--- src/rtl/core/wbps_pkg.sv ---
`timescale 1ns / 1ps
// Shared types, register indexes and pattern helpers for the wildcard byte
// pattern scanner. No dependencies.
package wbps_pkg;

   localparam int CSR_INDEX_BITS = 8;
   localparam int CSR_DATA_BITS  = 64;
   localparam int PATTERN_BITS   = 64;
   localparam int MASK_BITS      = 16;
   localparam int LENGTH_BITS    = 5;
   localparam int REG_BYTES      = 16;
   localparam int LOW_BYTES      = 8;

   typedef logic [7:0]                byte_type;
   typedef logic [CSR_INDEX_BITS-1:0] csr_index_type;
   typedef logic [CSR_DATA_BITS-1:0]  csr_data_type;
   typedef logic [PATTERN_BITS-1:0]   pattern_type;
   typedef logic [MASK_BITS-1:0]      mask_type;
   typedef logic [LENGTH_BITS-1:0]    length_type;

   localparam csr_index_type CSR_PATTERN_LOW    = 8'd0;
   localparam csr_index_type CSR_PATTERN_HIGH   = 8'd1;
   localparam csr_index_type CSR_WILDCARD_MASK  = 8'd2;
   localparam csr_index_type CSR_PATTERN_LENGTH = 8'd3;

   localparam length_type LENGTH_RESET = 5'd1;

   // Bytes past the two pattern registers read as zero.
   function automatic byte_type pattern_byte(pattern_type lo, pattern_type hi,
                                             int unsigned i);
      byte_type b;
      if (i < LOW_BYTES) begin
         b = lo[8*i +: 8];
      end else if (i < REG_BYTES) begin
         b = hi[8*(i-LOW_BYTES) +: 8];
      end else begin
         b = '0;
      end
      return b;
   endfunction

   // Bytes past the mask are never wildcards.
   function automatic logic is_wildcard(mask_type m, int unsigned i);
      logic w;
      if (i < MASK_BITS) begin
         w = m[i];
      end else begin
         w = 1'b0;
      end
      return w;
   endfunction

endpackage

--- src/rtl/core/wbps_channels.sv ---
`timescale 1ns / 1ps
// Valid/ready channel interfaces of the scanner: byte input, result output
// and register write. Depends on wbps_pkg.
interface wbps_req_if;
   import wbps_pkg::*;
   logic     valid;
   logic     ready;
   byte_type data_byte;
   logic     last_byte;
   modport source (output valid, output data_byte, output last_byte, input ready);
   modport sink (input valid, input data_byte, input last_byte, output ready);
endinterface

interface wbps_rsp_if #(parameter int OFFSET_BITS = 32);
   logic                   valid;
   logic                   ready;
   logic                   found;
   logic [OFFSET_BITS-1:0] match_offset;
   modport source (output valid, output found, output match_offset, input ready);
   modport sink (input valid, input found, input match_offset, output ready);
endinterface

interface wbps_csr_if;
   import wbps_pkg::*;
   logic          valid;
   logic          ready;
   csr_index_type reg_index;
   csr_data_type  wdata;
   modport source (output valid, output reg_index, output wdata, input ready);
   modport sink (input valid, input reg_index, input wdata, output ready);
endinterface

--- src/rtl/core/wildcard_byte_pattern_scanner_core.sv ---
`timescale 1ns / 1ps
// Wildcard byte pattern scanner, top level.
// Depends on wbps_pkg and the channel interfaces in wbps_channels.sv.
//
// Software writes the pattern bytes, the wildcard mask and the pattern length
// through the csr channel (always ready) while the scanner is idle. The region
// to search streams in on req_ch, one byte per transaction, last_byte set on
// its final byte. At the first match rsp_ch carries one transaction with found
// set and the start offset of the match; a region that ends with no match gives
// one transaction with found clear and offset zero. Nothing else is reported.
// A byte is taken every cycle unless rsp_ch stalls: the window shifts on
// acceptance, the compare runs in the following cycle from the window
// register, and the result register loads on the next edge once it is free.
// When rsp_ch stalls, the result register holds, the compare stage holds
// behind it and req_ch ready drops until they drain.
// A byte counter that reaches its maximum stops the search for the region.
// Reset clears the registers to their defaults (length one), the counter and
// both stages, and marks the region ended so the first byte flushes the window.
module wildcard_byte_pattern_scanner_core #(
   parameter int MAX_PATTERN_BYTES = 16,
   parameter int OFFSET_BITS       = 32
) (
   input  logic        clock,
   input  logic        reset,
   wbps_csr_if.sink    csr_ch,
   wbps_req_if.sink    req_ch,
   wbps_rsp_if.source  rsp_ch
);
   import wbps_pkg::*;

   localparam int LEN_BITS     = $clog2(MAX_PATTERN_BYTES + 1);
   localparam int WIN_IDX_BITS = (MAX_PATTERN_BYTES > 1) ? $clog2(MAX_PATTERN_BYTES) : 1;
   localparam logic [LEN_BITS-1:0]    LEN_MAX   = LEN_BITS'(MAX_PATTERN_BYTES);
   localparam logic [OFFSET_BITS-1:0] COUNT_MAX = '1;

   pattern_type pattern_low_ff, pattern_low_in;
   pattern_type pattern_high_ff, pattern_high_in;
   mask_type    wildcard_mask_ff, wildcard_mask_in;
   length_type  pattern_length_ff, pattern_length_in;

   byte_type               window_ff [MAX_PATTERN_BYTES];
   byte_type               window_in [MAX_PATTERN_BYTES];
   logic                   region_end_ff, region_end_in;
   logic [OFFSET_BITS-1:0] bytes_seen_ff, bytes_seen_in;
   logic                   match_reported_ff, match_reported_in;

   logic                   s1_valid_ff, s1_valid_in;
   logic                   s1_last_ff, s1_last_in;
   logic                   s1_open_ff, s1_open_in;
   logic [OFFSET_BITS-1:0] s1_idx_ff, s1_idx_in;

   logic                   rsp_valid_ff, rsp_valid_in;
   logic                   rsp_found_ff, rsp_found_in;
   logic [OFFSET_BITS-1:0] rsp_offset_ff, rsp_offset_in;

   logic                   req_accept;
   logic                   count_open;
   logic [LEN_BITS-1:0]    len_used;
   logic                   window_hit;
   logic [OFFSET_BITS-1:0] s1_count;
   logic [OFFSET_BITS-1:0] len_wide;
   logic                   s1_enough;
   logic                   s1_hit;
   logic                   s1_emit;
   logic                   s1_go;

   // Register writes
   assign csr_ch.ready = 1'b1;

   always_comb begin
      pattern_low_in    = pattern_low_ff;
      pattern_high_in   = pattern_high_ff;
      wildcard_mask_in  = wildcard_mask_ff;
      pattern_length_in = pattern_length_ff;
      if (csr_ch.valid) begin
         case (csr_ch.reg_index)
            CSR_PATTERN_LOW:    pattern_low_in    = csr_ch.wdata[PATTERN_BITS-1:0];
            CSR_PATTERN_HIGH:   pattern_high_in   = csr_ch.wdata[PATTERN_BITS-1:0];
            CSR_WILDCARD_MASK:  wildcard_mask_in  = csr_ch.wdata[MASK_BITS-1:0];
            CSR_PATTERN_LENGTH: pattern_length_in = csr_ch.wdata[LENGTH_BITS-1:0];
            default: ;
         endcase
      end
   end

   always_comb begin
      if (pattern_length_ff == '0) begin
         len_used = LEN_BITS'(1);
      end else if (int'(pattern_length_ff) > MAX_PATTERN_BYTES) begin
         len_used = LEN_MAX;
      end else begin
         len_used = LEN_BITS'(pattern_length_ff);
      end
   end

   // Input side: shift window, advance counter
   assign req_accept = req_ch.valid && req_ch.ready;
   assign count_open = bytes_seen_ff != COUNT_MAX;

   always_comb begin
      window_in = window_ff;
      if (req_accept) begin
         for (int k = MAX_PATTERN_BYTES - 1; k > 0; k--) begin
            window_in[k] = region_end_ff ? 8'h00 : window_ff[k-1];
         end
         window_in[0] = req_ch.data_byte;
      end
   end

   always_comb begin
      region_end_in = region_end_ff;
      bytes_seen_in = bytes_seen_ff;
      s1_last_in    = s1_last_ff;
      s1_open_in    = s1_open_ff;
      s1_idx_in     = s1_idx_ff;
      if (req_accept) begin
         region_end_in = req_ch.last_byte;
         s1_last_in    = req_ch.last_byte;
         s1_open_in    = count_open;
         s1_idx_in     = bytes_seen_ff;
         if (req_ch.last_byte) begin
            bytes_seen_in = '0;
         end else if (count_open) begin
            bytes_seen_in = bytes_seen_ff + OFFSET_BITS'(1);
         end
      end
   end

   // Compare stage
   always_comb begin
      logic [WIN_IDX_BITS-1:0] sel;
      window_hit = 1'b1;
      for (int i = 0; i < MAX_PATTERN_BYTES; i++) begin
         sel = WIN_IDX_BITS'(int'(len_used) - 1 - i);
         if (i < int'(len_used) && !is_wildcard(wildcard_mask_ff, i) &&
             window_ff[sel] != pattern_byte(pattern_low_ff, pattern_high_ff, i)) begin
            window_hit = 1'b0;
         end
      end
   end

   assign s1_count  = s1_idx_ff + OFFSET_BITS'(1);
   assign len_wide  = OFFSET_BITS'(len_used);
   assign s1_enough = s1_count >= len_wide;
   assign s1_hit    = s1_valid_ff && s1_open_ff && !match_reported_ff && s1_enough &&
                      window_hit;
   assign s1_emit   = s1_hit || (s1_last_ff && !match_reported_ff);
   assign s1_go     = s1_valid_ff && (!rsp_valid_ff || rsp_ch.ready);

   assign req_ch.ready = !s1_valid_ff || s1_go;

   always_comb begin
      s1_valid_in       = s1_valid_ff;
      match_reported_in = match_reported_ff;
      if (s1_go) begin
         s1_valid_in       = 1'b0;
         match_reported_in = s1_last_ff ? 1'b0 : (match_reported_ff || s1_hit);
      end
      if (req_accept) begin
         s1_valid_in = 1'b1;
      end
   end

   // Result register
   always_comb begin
      rsp_valid_in  = rsp_valid_ff;
      rsp_found_in  = rsp_found_ff;
      rsp_offset_in = rsp_offset_ff;
      if (s1_go && s1_emit) begin
         rsp_valid_in  = 1'b1;
         rsp_found_in  = s1_hit;
         rsp_offset_in = s1_hit ? (s1_count - len_wide) : '0;
      end else if (rsp_ch.ready) begin
         rsp_valid_in = 1'b0;
      end
   end

   assign rsp_ch.valid        = rsp_valid_ff;
   assign rsp_ch.found        = rsp_found_ff;
   assign rsp_ch.match_offset = rsp_offset_ff;

   always_ff @(posedge clock) begin
      if (reset) begin
         pattern_low_ff    <= '0;
         pattern_high_ff   <= '0;
         wildcard_mask_ff  <= '0;
         pattern_length_ff <= LENGTH_RESET;
         region_end_ff     <= 1'b1;
         bytes_seen_ff     <= '0;
         match_reported_ff <= 1'b0;
         s1_valid_ff       <= 1'b0;
         rsp_valid_ff      <= 1'b0;
      end else begin
         pattern_low_ff    <= pattern_low_in;
         pattern_high_ff   <= pattern_high_in;
         wildcard_mask_ff  <= wildcard_mask_in;
         pattern_length_ff <= pattern_length_in;
         region_end_ff     <= region_end_in;
         bytes_seen_ff     <= bytes_seen_in;
         match_reported_ff <= match_reported_in;
         s1_valid_ff       <= s1_valid_in;
         rsp_valid_ff      <= rsp_valid_in;
      end
   end

   always_ff @(posedge clock) begin
      window_ff     <= window_in;
      s1_last_ff    <= s1_last_in;
      s1_open_ff    <= s1_open_in;
      s1_idx_ff     <= s1_idx_in;
      rsp_found_ff  <= rsp_found_in;
      rsp_offset_ff <= rsp_offset_in;
   end

`ifndef NO_ASSERTIONS
   a_not_found_offset_zero: assert property (@(posedge clock) disable iff (reset)
      rsp_valid_ff && !rsp_found_ff |-> rsp_offset_ff == '0)
      else $error("not-found result with nonzero offset");

   a_stall_only_behind_stage: assert property (@(posedge clock) disable iff (reset)
      !req_ch.ready |-> s1_valid_ff && rsp_valid_ff && !rsp_ch.ready)
      else $error("input stalled without a held transaction");

   a_hit_marks_reported: assert property (@(posedge clock) disable iff (reset)
      s1_go && s1_hit && !s1_last_ff |=> match_reported_ff)
      else $error("match not recorded after report");

   a_last_clears_counter: assert property (@(posedge clock) disable iff (reset)
      req_accept && req_ch.last_byte |=> bytes_seen_ff == '0)
      else $error("byte counter not cleared at end of region");

   a_single_report: assert property (@(posedge clock) disable iff (reset)
      match_reported_ff |-> !s1_hit)
      else $error("second match reported in one region");
`endif

endmodule

--- src/flat_wrapper.sv ---
// flat-port wrapper written by rule: the top's interface ports become plain ports
module wildcard_byte_pattern_scanner_core_flat import wbps_pkg::*;
#(
   parameter int MAX_PATTERN_BYTES = 16,
   parameter int OFFSET_BITS       = 32
)
  (clock, reset, csr_ch_valid, csr_ch_reg_index, csr_ch_wdata, csr_ch_ready, req_ch_valid, req_ch_data_byte, req_ch_last_byte, req_ch_ready, rsp_ch_valid, rsp_ch_found, rsp_ch_match_offset, rsp_ch_ready);
  wbps_csr_if csr_ch_i ();
  wbps_req_if req_ch_i ();
  wbps_rsp_if #(.OFFSET_BITS(OFFSET_BITS)) rsp_ch_i ();
  input  logic clock;
  input  logic reset;
  input wire logic [$bits(csr_ch_i.valid)-1:0] csr_ch_valid;
  input wire logic [$bits(csr_ch_i.reg_index)-1:0] csr_ch_reg_index;
  input wire logic [$bits(csr_ch_i.wdata)-1:0] csr_ch_wdata;
  output wire logic [$bits(csr_ch_i.ready)-1:0] csr_ch_ready;
  input wire logic [$bits(req_ch_i.valid)-1:0] req_ch_valid;
  input wire logic [$bits(req_ch_i.data_byte)-1:0] req_ch_data_byte;
  input wire logic [$bits(req_ch_i.last_byte)-1:0] req_ch_last_byte;
  output wire logic [$bits(req_ch_i.ready)-1:0] req_ch_ready;
  output wire logic [$bits(rsp_ch_i.valid)-1:0] rsp_ch_valid;
  output wire logic [$bits(rsp_ch_i.found)-1:0] rsp_ch_found;
  output wire logic [$bits(rsp_ch_i.match_offset)-1:0] rsp_ch_match_offset;
  input wire logic [$bits(rsp_ch_i.ready)-1:0] rsp_ch_ready;
  assign csr_ch_i.valid = csr_ch_valid;
  assign csr_ch_i.reg_index = csr_ch_reg_index;
  assign csr_ch_i.wdata = csr_ch_wdata;
  assign csr_ch_ready = csr_ch_i.ready;
  assign req_ch_i.valid = req_ch_valid;
  assign req_ch_i.data_byte = req_ch_data_byte;
  assign req_ch_i.last_byte = req_ch_last_byte;
  assign req_ch_ready = req_ch_i.ready;
  assign rsp_ch_valid = rsp_ch_i.valid;
  assign rsp_ch_found = rsp_ch_i.found;
  assign rsp_ch_match_offset = rsp_ch_i.match_offset;
  assign rsp_ch_i.ready = rsp_ch_ready;
  wildcard_byte_pattern_scanner_core #(.MAX_PATTERN_BYTES(MAX_PATTERN_BYTES), .OFFSET_BITS(OFFSET_BITS)) u_core (.clock(clock), .reset(reset), .csr_ch(csr_ch_i), .req_ch(req_ch_i), .rsp_ch(rsp_ch_i));
endmodule
--- config.mk ---
export PLATFORM = sky130hd
export DESIGN_NAME = wildcard_byte_pattern_scanner_core_flat
export DESIGN_NICKNAME = d
export VERILOG_FILES = /design/src/rtl/core/wbps_pkg.sv /design/src/rtl/core/wbps_channels.sv /design/src/rtl/core/wildcard_byte_pattern_scanner_core.sv /design/src/flat_wrapper.sv
export SDC_FILE = /design/constraint.sdc
export NUM_CORES = 1
export LEC_CHECK = 0
export CORE_MARGIN = 4
export CORE_UTILIZATION = 40
export CTS_BUF_LIST = sky130_fd_sc_hd__clkbuf_4 sky130_fd_sc_hd__clkbuf_8
export DETAILED_ROUTE_END_ITERATION = 10
export DONT_BUFFER_PORTS = 1
export HOLD_SLACK_MARGIN = 0.05
export MAX_ROUTING_LAYER = met4
export SYNTH_ARGS = -nofsm -noshare
export SYNTH_HDL_FRONTEND = slang
export SYNTH_SLANG_ARGS = --single-unit
--- constraint.sdc ---
create_clock -name clock -period 9.71 [get_ports clock]
set_clock_uncertainty 0.15 [all_clocks]
set_input_delay 1.942 -clock clock [delete_from_list [all_inputs] [get_ports clock]]
set_output_delay 1.942 -clock clock [all_outputs]
set_load 0.005 [all_outputs]
# == After elaboration in Yosys (flattened, before gate mapping) ==
# Index checks and enable logic that the tools add are counted.
# op_classes
addsub,19
mul,0
div,0
order_cmp,34
n_eq_ne,20
n_shift,0
muxes,73
bitwise_logic,16
n_reduce_logical,73
# ops
operator,count
8-bit binary-select mux with 4-bit select,16
8-bit 2-to-1 mux,32
8-bit inequality test,16
"5-bit >= comparator, second input constant",16
4-bit inverter with 5-bit output,16
"32-bit by 1-bit adder with 32-bit output, second input constant",2
32-bit 2-to-1 mux,2
1-bit logical AND,40
"4-bit by 5-bit < comparator with 1-bit output, first input constant",8
32-bit by 5-bit >= comparator with 1-bit output,1
"32-bit inequality test, second input constant",1
32-bit by 5-bit subtractor with 32-bit output,1
"4-bit subtractor, second input constant",8
1-bit 2-to-1 mux,21
"3-bit by 5-bit < comparator with 1-bit output, first input constant",4
1-bit logical NOT,19
"8-bit by 2-bit equality test with 1-bit output, second input constant",2
"4-bit by 3-bit subtractor with 4-bit output, second input constant",4
"1-bit by 5-bit < comparator with 1-bit output, first input constant",2
"2-bit by 5-bit < comparator with 1-bit output, first input constant",2
5-bit 2-to-1 mux,2
2-bit AND reduction,5
"8-bit by 1-bit equality test with 1-bit output, second input constant",1
8-bit logical NOT,1
other kinds (6),13
# word_totals
regBits,380
latch_bits,0
ramBits,0
mem_bits_ro,0
in_bits,86
out_inout_bits,36
wordCells,265
mem_count,0

# == Depth between registers and ports, before layout ==
# Gate-level depths: netlist (run 1).
# logic_depth
depth_word,30
mapped_depth,24
ltp_nobuf,18

# == Worst setup path after synthesis (run 1) ==
# OpenSTA, ideal clock, no wires.
# synth_path
path_kind,reg2reg
startpoint,register u_core.pattern_length_ff[1]
endpoint,"register u_core.rsp_found_ff, in the netlist u_core.rsp_ch.found, enable pin"
setup_ns,0.434
arrival_time_ns,6.978
required_ns,9.126
setup_slack_ns,2.147
path_stages_with_launch,24
n_path_buf,8
synth_period_minus_slack_ns,7.563
cell_sequence,dfxtp_1 > buf_2 > nor4_4 > or2_1 > inv_2 > buf_6 > buf_2 > ha_1 > clkbuf_1 > inv_1 > buf_1 > clkbuf_1 > ha_1 > a21oi_1 > xnor2_4 > mux4_2 > xnor2_1 > nor4_1 > a311o_1 > nand4_1 > or4_1 > buf_2 > buf_6 > a21oi_1
# synth_between
elab_chain_len,29
elab_cells_between_ends,169
cone_classes,add/sub: 16; order compare: 18; eq/ne: 16; mux: 66; bitwise: 16; reduce/logical: 37
# synth_lines
item,line,text
"start, declared",wildcard_byte_pattern_scanner_core.sv:39,"length_type pattern_length_ff, pattern_length_in;"
"start signal, assigned",wildcard_byte_pattern_scanner_core.sv:197,pattern_length_ff <= pattern_length_in;
5-bit greater-than comparator,wildcard_byte_pattern_scanner_core.sv:89,end else if (int'(pattern_length_ff) > MAX_PATTERN_BYTES) begin
5-bit 2-to-1 mux,wildcard_byte_pattern_scanner_core.sv:89,
5-bit 2-to-1 mux *,wildcard_byte_pattern_scanner_core.sv:87,if (pattern_length_ff == '0) begin
4-bit by 1-bit subtractor with 4-bit output,wildcard_byte_pattern_scanner_core.sv:134,sel = WIN_IDX_BITS'(int'(len_used) - 1 - i);
4-bit by 2-bit subtractor with 4-bit output or 4-bit inverter with 5-bit output (tied branches),"wildcard_byte_pattern_scanner_core.sv:134, wildcard_byte_pattern_scanner_core.sv:136",
4-bit inverter with 5-bit output (not written as such) or 8-bit binary-select mux with 4-bit select (tied branches),wildcard_byte_pattern_scanner_core.sv:136,"window_ff[sel] != pattern_byte(pattern_low_ff, pattern_high_ff, i)) begin"
8-bit binary-select mux with 4-bit select or 8-bit 2-to-1 mux (tied branches),wildcard_byte_pattern_scanner_core.sv:136,
8-bit 2-to-1 mux (not written as such),wildcard_byte_pattern_scanner_core.sv:136,
8-bit 2-to-1 mux (not written as such) or 8-bit inequality test (tied branches),wildcard_byte_pattern_scanner_core.sv:136,
8-bit inequality test or 1-bit logical AND (tied branches),"wildcard_byte_pattern_scanner_core.sv:136, wildcard_byte_pattern_scanner_core.sv:135",
1-bit logical AND or 1-bit 2-to-1 mux (tied branches),wildcard_byte_pattern_scanner_core.sv:135,"if (i < int'(len_used) && !is_wildcard(wildcard_mask_ff, i) &&"
1-bit 2-to-1 mux (15 in series),wildcard_byte_pattern_scanner_core.sv:135,
1-bit logical AND *,wildcard_byte_pattern_scanner_core.sv:145,assign s1_hit = s1_valid_ff && s1_open_ff && !match_reported_ff && s1_enough &&
1-bit logical OR *,wildcard_byte_pattern_scanner_core.sv:147,assign s1_emit = s1_hit || (s1_last_ff && !match_reported_ff);
1-bit logical AND *,wildcard_byte_pattern_scanner_core.sv:169,if (s1_go && s1_emit) begin
"end signal, assigned",wildcard_byte_pattern_scanner_core.sv:211,rsp_found_ff <= rsp_found_in;
"end, declared",wildcard_byte_pattern_scanner_core.sv:53,"logic rsp_found_ff, rsp_found_in;"
# Every way passes the cells marked *; elsewhere a longest branch is shown, timed or not. The select of a mux whose other input is x is not followed.
# A chain may end at the register's enable or synchronous reset.

# == Final worst setup path (run 1) ==
# layout_path
startpoint,register u_core.pattern_length_ff[4]
endpoint,"register u_core.rsp_offset_ff[25], in the netlist u_core.rsp_ch.match_offset[25], enable pin"
# layout_between
elab_chain_len,29
elab_cells_between_ends,169
cone_classes,add/sub: 16; order compare: 18; eq/ne: 16; mux: 66; bitwise: 16; reduce/logical: 37
# layout_lines
item,line,text
5-bit greater-than comparator,wildcard_byte_pattern_scanner_core.sv:89,
5-bit 2-to-1 mux,wildcard_byte_pattern_scanner_core.sv:89,
5-bit 2-to-1 mux *,wildcard_byte_pattern_scanner_core.sv:87,
4-bit by 1-bit subtractor with 4-bit output,wildcard_byte_pattern_scanner_core.sv:134,
4-bit by 2-bit subtractor with 4-bit output or 4-bit inverter with 5-bit output (tied branches),"wildcard_byte_pattern_scanner_core.sv:134, wildcard_byte_pattern_scanner_core.sv:136",
4-bit inverter with 5-bit output (not written as such) or 8-bit binary-select mux with 4-bit select (tied branches),wildcard_byte_pattern_scanner_core.sv:136,
8-bit binary-select mux with 4-bit select or 8-bit 2-to-1 mux (tied branches),wildcard_byte_pattern_scanner_core.sv:136,
8-bit 2-to-1 mux (not written as such),wildcard_byte_pattern_scanner_core.sv:136,
8-bit 2-to-1 mux (not written as such) or 8-bit inequality test (tied branches),wildcard_byte_pattern_scanner_core.sv:136,
8-bit inequality test or 1-bit logical AND (tied branches),"wildcard_byte_pattern_scanner_core.sv:136, wildcard_byte_pattern_scanner_core.sv:135",
1-bit logical AND or 1-bit 2-to-1 mux (tied branches),wildcard_byte_pattern_scanner_core.sv:135,
1-bit 2-to-1 mux (15 in series),wildcard_byte_pattern_scanner_core.sv:135,
1-bit logical AND *,wildcard_byte_pattern_scanner_core.sv:145,
1-bit logical OR *,wildcard_byte_pattern_scanner_core.sv:147,
1-bit logical AND *,wildcard_byte_pattern_scanner_core.sv:169,
"end signal, assigned",wildcard_byte_pattern_scanner_core.sv:212,rsp_offset_ff <= rsp_offset_in;
"end, declared",wildcard_byte_pattern_scanner_core.sv:54,"logic [OFFSET_BITS-1:0] rsp_offset_ff, rsp_offset_in;"
# Marks and branches as above.

==> impl_metrics.tcl, run 1 <==
set metrics [dict create \
    cts_resized 0 \
    cap_violations 0 \
    finalWorstSetupSlack_ns 2.34 \
    grt_pass1_vias 19300 \
    synth_fp_nets 2609 \
    worst_slew_pin_slew_ns 1.35 \
    drive_gt1_share_pct 13.3 \
    synth_area_leaders "edfxtp_1 24%, dfxtp_1 15%, mux4_2 11%, nand2_1 5.7%, mux2i_1 4.5%" \
    grt_usage_pct 26.0 \
    rsz0062_at_grt "false" \
    drv_slew 0 \
    synth_area_leader_cell "edfxtp_1" \
    syn_area_per_cell_sq_um 9.67 \
    max_stage_delay_ns 0.93 \
    wl_met2_microns 36900 \
    antenna_found_initial 1 \
    synth-seq-cells 380 \
    p_per_area_nw_per_um2 144 \
    top_layer "met4" \
    io-pin-count 122 \
    grt_max_degree 158 \
    die_w_microns 254 \
    vias_per_cell 6.39 \
    stdcell_area_sq_um 26400 \
    cts-htree-levels 3 \
    slowest_stage "dfxtp_1" \
    synth_top_cell_area_share_pct 24.2 \
    gr-total-overflow 0 \
    cts.reportedPaths.clkPinSlew_ns 0.06 \
    crit_arrival_ns 7.48 \
    clk_path_buf_depth 3 \
    row_count 89 \
    cts.sinks 380 \
    holdWs_ns 0.305 \
    vias 20900 \
    path_cells "nand2b_1 -> ha_1 -> inv_1 -> buf_4 -> mux4_2 -> mux4_2 -> xor2_1 -> nor3_1 -> nand4_1 -> a2bb2oi_1 -> a31oi_1 -> or4_1 -> buf_4 -> a21oi_4" \
    wirelength_microns 83600 \
    synth_cell_types 82 \
    clk_latency_ns 0.64 \
    ant_nets 0 \
    path_max_fanout 33 \
    coreArea_sq_um 59500 \
    hold_buffers 0 \
    finalSetupViolCount 0 \
    worst-path-buf-inv 3 \
    period_minus_slack_ns 7.37 \
    yosysWarnings 0 \
    grt_pass1_wl_microns 125000 \
    ys_seq_area_share_pct 39.5 \
    critPathLaunchType "register" \
    nets 2546 \
    status "finished clean" \
    cts_tree "yes" \
    syn2layout_area_growth_pct 8.82 \
    place_ws_ns 2.43 \
    port_buffers 0 \
    placed_cell_area_sq_um 24800 \
    fin_tns_setup_ns 0 \
    drc 0 \
    wl_met3_microns 8100 \
    gp_congestion 1.03 \
    dp_hpwl_microns 60600 \
    cts_buffers 71 \
    start_util_pct 40.7 \
    crit_type "reg2reg" \
    async_reset_ff_share_pct 0 \
    fmax_mhz 136 \
    wire_per_inst_microns 25.6 \
    drtPass1Iterations 5 \
    ir_drop_uv 88.6 \
    post-cts-setup-buffers 0 \
    synth_area_sq_um 24200 \
    final_common_cell "nand2_1" \
    maxSlewHeadroom_pct 9.83 \
    die_y_microns 254 \
    power_leakage_nw 8.74 \
    dr.first_iter.drc_count 2715 \
    totalPowerFinal_mw 3.78 \
    cts_root_buf "clkbuf_8" \
    route.layer.met1.wl_microns 35700 \
    synth_ff_type "edfxtp_1" \
    hold_viol_final 0 \
    worst_ep_required_time_ns 9.82 \
    min_period_over_period_pct 75.9 \
    synth_edf_count 195 \
    synth_cells 2504 \
    end_kind "register" \
    cpLargestDelayFamily "simple AND/OR/NAND/NOR gates" \
    dieArea_sq_um 64500 \
    final_cell_mix "366 x nand2_1, 195 x edfxtp_1, 183 x dfxtp_1" \
    hold_path.class "reg2reg" \
]
## layer usage
layer,vias to the layer above,track usage (%)
met5,-,-
met1,10400,36.1
met4,0,9.06
met2,1096,37.6
met3,182,5.72
li1,9226,-
## cells by family (layout without fill, tap and decap cells)
| group | Yosys count | in the layout | synth area share [%] |
|---|---|---|---|
| other | 1 | 2 | 0.0155 |
| flip-flops | 380 | 380 | 39.5 |
| AND/OR/NAND/NOR | 899 | 899 | 17.8 |
| XOR/XNOR | 182 | 182 | 6.75 |
| multiplexers | 232 | 232 | 15.9 |
| adder cells (fa/ha/maj) | 19 | 19 | 1.01 |
| buffers and inverters | 241 | 234 | 4.09 |
| AO/OA/AOI/OAI | 550 | 550 | 15.0 |
## power breakdown
group,total [mW],internal [mW],switching [mW]
sequential,1.80,1.73,0.0617
clock,1.69,0.971,0.717
combinational,0.300,0.120,0.180
total,3.78,2.83,0.958
## worst paths after layout
| path | startpoint | endpoint | slack, ns | depth (start not counted) |
|---|---|---|---|---|
| hold / removal | u_core.bytes_seen_ff[30]$_SDFFE_PP0P_ | u_core.s1_idx_ff[30]$_DFFE_PP_ | 0.30 | 0 |
| hold reg to reg | u_core.bytes_seen_ff[30]$_SDFFE_PP0P_ | u_core.s1_idx_ff[30]$_DFFE_PP_ | 0.30 | 0 |
| setup reg to reg | u_core.pattern_length_ff[4]$_SDFFE_PP0P_ | u_core.rsp_ch.match_offset[25]$_SDFFCE_PN0P_ | 2.34 | 14 |
| setup / recovery | u_core.pattern_length_ff[4]$_SDFFE_PP0P_ | u_core.rsp_ch.match_offset[25]$_SDFFCE_PN0P_ | 2.34 | 14 |
## registers in the layout, indices dropped and copies added (netlist names)
signal                      cells
u_core.rsp_ch.found             1
u_core.wildcard_mask_ff        16
u_core.rsp_ch.valid             1
u_core.s1_open_ff               1
u_core.bytes_seen_ff           32
u_core.pattern_high_ff         64
u_core.match_reported_ff        1
u_core.window_ff              128
u_core.pattern_low_ff          64
u_core.s1_last_ff               1
u_core.s1_valid_ff              1
u_core.region_end_ff            1
u_core.rsp_ch.match_offset     32
u_core.s1_idx_ff               32
u_core.pattern_length_ff        5
## cells in the mapped netlist, types with 20 or more instances
master / number
edfxtp_1: 195
nor3_1: 34
o221ai_1: 48
and3_1: 20
a22oi_1: 52
a21oi_1: 182
nand4_1: 44
inv_1: 59
mux4_2: 121
buf_2: 27
dfxtp_1: 185
xor2_1: 79
mux2i_1: 109
nor2_1: 168
clkbuf_1: 119
xnor2_1: 99
o21ai_0: 71
o211ai_1: 22
nor2b_1: 92
nand2_1: 366
nand2b_1: 22
nand3_1: 48
o22ai_1: 28
nor4_1: 31
o2111ai_1: 44
## final cells by class
type	instances	area (sq um)
Tap cell	773	967
Fill cell	5681	33100
Antenna cell	1	2.50
Inverter	66	253
Timing Repair Buffer	39	293
Clock buffer	109	1360
Clock inverter	20	181
Sequential cell	380	9570
Multi-Input combinational cell	1883	13700
## per-stage QoR
stage               util, %  instances
floorplan                 -       2504
global placement       41.7       3141
detailed placement     41.7       3141
CTS                    44.3       3270
global route           44.3       3271
finish                 44.3       3271
(Power assumes the default switching activity.)
==> run 2, diff against run 1 <==
--- a/config.mk
+++ b/config.mk
@@ -5,6 +5,7 @@
 export SDC_FILE = /design/constraint.sdc
 export NUM_CORES = 1
 export LEC_CHECK = 0
+export ABC_AREA = 1
 export CORE_MARGIN = 4
 export CORE_UTILIZATION = 40
 export CTS_BUF_LIST = sky130_fd_sc_hd__clkbuf_4 sky130_fd_sc_hd__clkbuf_8
==> constraint.sdc (replaced) <==
create_clock -name clock -period 7.3 [get_ports clock]
set_clock_uncertainty 0.15 [all_clocks]
set_input_delay 1.46 -clock clock [delete_from_list [all_inputs] [get_ports clock]]
set_output_delay 1.46 -clock clock [all_outputs]
set_load 0.005 [all_outputs]
==> run 2 against run 1 <==
  * Synthesized area is 3.6% higher
  * Worst setup slack worse by 1.0 ns
  * Register-to-register slack got worse by 1.0 ns
  * First-iteration DRC count is 33% higher
  * Critical path type unchanged
  * Largest cell class unchanged
  * Highest routed layer unchanged
==> impl_metrics.tcl, run 2 <==
set metrics [dict create \
    die_w_microns 258 \
    clk_path_buf_depth 3 \
    row_count 91 \
    status "finished clean" \
    final_cell_mix "1,242 x nand2_1, 738 x nand3_1, 427 x nor2_1" \
    ant_nets 0 \
    hold_viol_final 0 \
    synth_ff_type "edfxtp_1" \
    cts_root_buf "clkbuf_8" \
    min_period_over_period_pct 81.8 \
    vias_per_cell 5.48 \
    hold_path.class "reg2reg" \
    period_minus_slack_ns 5.97 \
    maxSlewHeadroom_pct 31.6 \
    placed_cell_area_sq_um 25700 \
    critPathLaunchType "register" \
    cts.sinks 380 \
    top_regs "u_core.window_ff (128), u_core.pattern_high_ff (64), u_core.pattern_low_ff (64)" \
    p_per_area_nw_per_um2 190 \
    dp_hpwl_microns 72500 \
    finalSetupViolCount 0 \
    cts.reportedPaths.clkPinSlew_ns 0.06 \
    rsz0062_at_grt "false" \
    end_kind "register" \
    drive_gt1_share_pct 5.45 \
    cts_tree "yes" \
    syn2layout_area_growth_pct 8.61 \
    wire_per_inst_microns 20.5 \
    drtPass1Iterations 7 \
    final_common_cell "nand2_1" \
    async_reset_ff_share_pct 0 \
    synth_cells 3854 \
    start_util_pct 40.5 \
    synth_edf_count 195 \
    clk_latency_ns 0.69 \
    top_register "u_core.window_ff" \
    cap_violations 0 \
    synth_cell_types 50 \
    place_inst 4545 \
    syn_area_per_cell_sq_um 6.51 \
    synth-seq-cells 380 \
    port_buffers 0 \
    ir_drop_uv 113 \
    fmax_mhz 167 \
    synth_fp_nets 3959 \
    cts-htree-levels 3 \
    worst_slew_pin_slew_ns 1.02 \
    post-cts-setup-buffers 0 \
    drv_slew 0 \
    synth_common_cells "1,245 x nand2_1, 738 x nand3_1, 427 x nor2_1" \
    coreArea_sq_um 61900 \
    synth_area_leader_cell "edfxtp_1" \
    stdcell_area_sq_um 27200 \
    largest_reg_flops 128 \
    vias 25700 \
    wirelength_microns 96000 \
    grt_pass1_wl_microns 142000 \
    grt_pass1_vias 22900 \
    synth_top_cell_area_share_pct 23.3 \
    crit_type "reg2reg" \
    grt_max_degree 88 \
    die_y_microns 258 \
    cts_resized 0 \
    cts_buffers 73 \
    antenna_found_initial 3 \
    io-pin-count 122 \
    stdcell_count 4680 \
    gr-total-overflow 0 \
    yosysWarnings 0 \
    fin_tns_setup_ns 0 \
    worst_ep_required_time_ns 7.47 \
    gp_congestion 0.985 \
    dr.first_iter.drc_count 3602 \
    ys_seq_area_share_pct 38.1 \
    grt_usage_pct 28.6 \
    hold_buffers 0 \
    yosysMostFrequentCell "nand2_1" \
    drc 0 \
    synth_area_sq_um 25100 \
    crit_arrival_ns 6.14 \
    dieArea_sq_um 66800 \
    synth_area_leaders "edfxtp_1 23%, nand2_1 19%, dfxtp_1 15%, nand3_1 15%, nor2_1 6.4%" \
    nets 3888 \
    path_max_fanout 42 \
    power_leakage_nw 11.9 \
]
## run 2: changes by cell type in the layout (fill, tap and decap cells not counted), moves of 96 or more
cell	change
mux4_2	-121
nor2_1	+260
o21ai_0	+96
nand2_1	+876
nand3_1	+690
inv_1	+248
mux2i_1	-109
## run 2: worst max-delay path: stages, from the launching register on
cell and delay [ns]:
dfxtp_1 0.35, nor2_1 0.21, nand2_2 0.11, nand2_2 0.14
nand2_4 0.26, ha_2 0.72, inv_2 0.44, ha_1 0.39
inv_1 0.12, nand2_1 0.13, inv_1 0.09, nand2_1 0.06
nand2_2 0.34, nand2_1 0.17, nand2_1 0.10, nand2_1 0.05
nand2_1 0.05, nand2_1 0.10, nor2_1 0.11, nand2_1 0.11
nand2_1 0.13, nand2_1 0.09, nor2_1 0.10, nand2_1 0.07
nor2_2 0.24, nand3_1 0.20, nand2_1 0.10, buf_4 0.37
## run 2: metrics by stage
stage | hold WS [ns] | setup slack, ns | total power [mW] | util, %
floorplan | 0.256 | 1.50 | 2.75 | -
global placement | 0.283 | 1.52 | 2.92 | 41.5
detailed placement | 0.273 | 1.48 | 2.92 | 41.5
CTS | 0.289 | 1.47 | 5.20 | 44.0
global route | 0.301 | 1.06 | 5.38 | 44.0
finish | 0.286 | 1.33 | 5.17 | 44.0
## run 2: final timing paths
path | depth (start not counted) | startpoint | endpoint | slack (ns)
max | 27 | u_core.pattern_length_ff[2]$_SDFFE_PP0P_ | u_core.rsp_ch.match_offset[25]$_SDFFCE_PN0P_ | 1.33
min | 0 | u_core.bytes_seen_ff[5]$_SDFFE_PP0P_ | u_core.s1_idx_ff[5]$_DFFE_PP_ | 0.29
min reg2reg | 0 | u_core.bytes_seen_ff[5]$_SDFFE_PP0P_ | u_core.s1_idx_ff[5]$_DFFE_PP_ | 0.29
max reg2reg | 27 | u_core.pattern_length_ff[2]$_SDFFE_PP0P_ | u_core.rsp_ch.match_offset[25]$_SDFFCE_PN0P_ | 1.33
## run 2: metal layers
| metal | GRT usage, % | routed length (microns) | vias to the layer above |
|---|---|---|---|
| li1 | - | - | 12500 |
| met1 | 38.8 | 41600 | 11700 |
| met2 | 40.8 | 40400 | 1280 |
| met3 | 8.51 | 10600 | 200 |
| met4 | 9.42 | 3400 | 0 |
| met5 | - | 0 | - |
## run 2: kinds of logic (layout without fill, tap and decap cells)
| kind of cell | after synthesis | after routing | synth area share, % |
|---|---|---|---|
| AOI/OAI and AO/OA | 308 | 308 | 6.56 |
| xor gates and xnor gates | 69 | 69 | 2.44 |
| adders and majority gates | 19 | 19 | 0.978 |
| buffers and inverters | 499 | 482 | 7.84 |
| DFF | 380 | 380 | 38.1 |
| other | 1 | 7 | 0.0150 |
| and+or+nand+nor | 2578 | 2578 | 44.1 |
## run 2: cell type report
| type | instances | area (sq um) |
|---|---|---|
| Clock inverter | 23 | 226 |
| Timing Repair Buffer | 36 | 283 |
| Fill cell | 6624 | 34700 |
| Tap cell | 837 | 1050 |
| Clock buffer | 106 | 1320 |
| Inverter | 317 | 1190 |
| Sequential cell | 380 | 9560 |
| Antenna cell | 6 | 15.0 |
| Multi-Input combinational cell | 2975 | 13600 |
## run 2: report_power, final
part	internal [mW]	switching, mW
Combinational	0.151	0.386
Clock	1.28	1.00
Sequential	2.30	0.0537
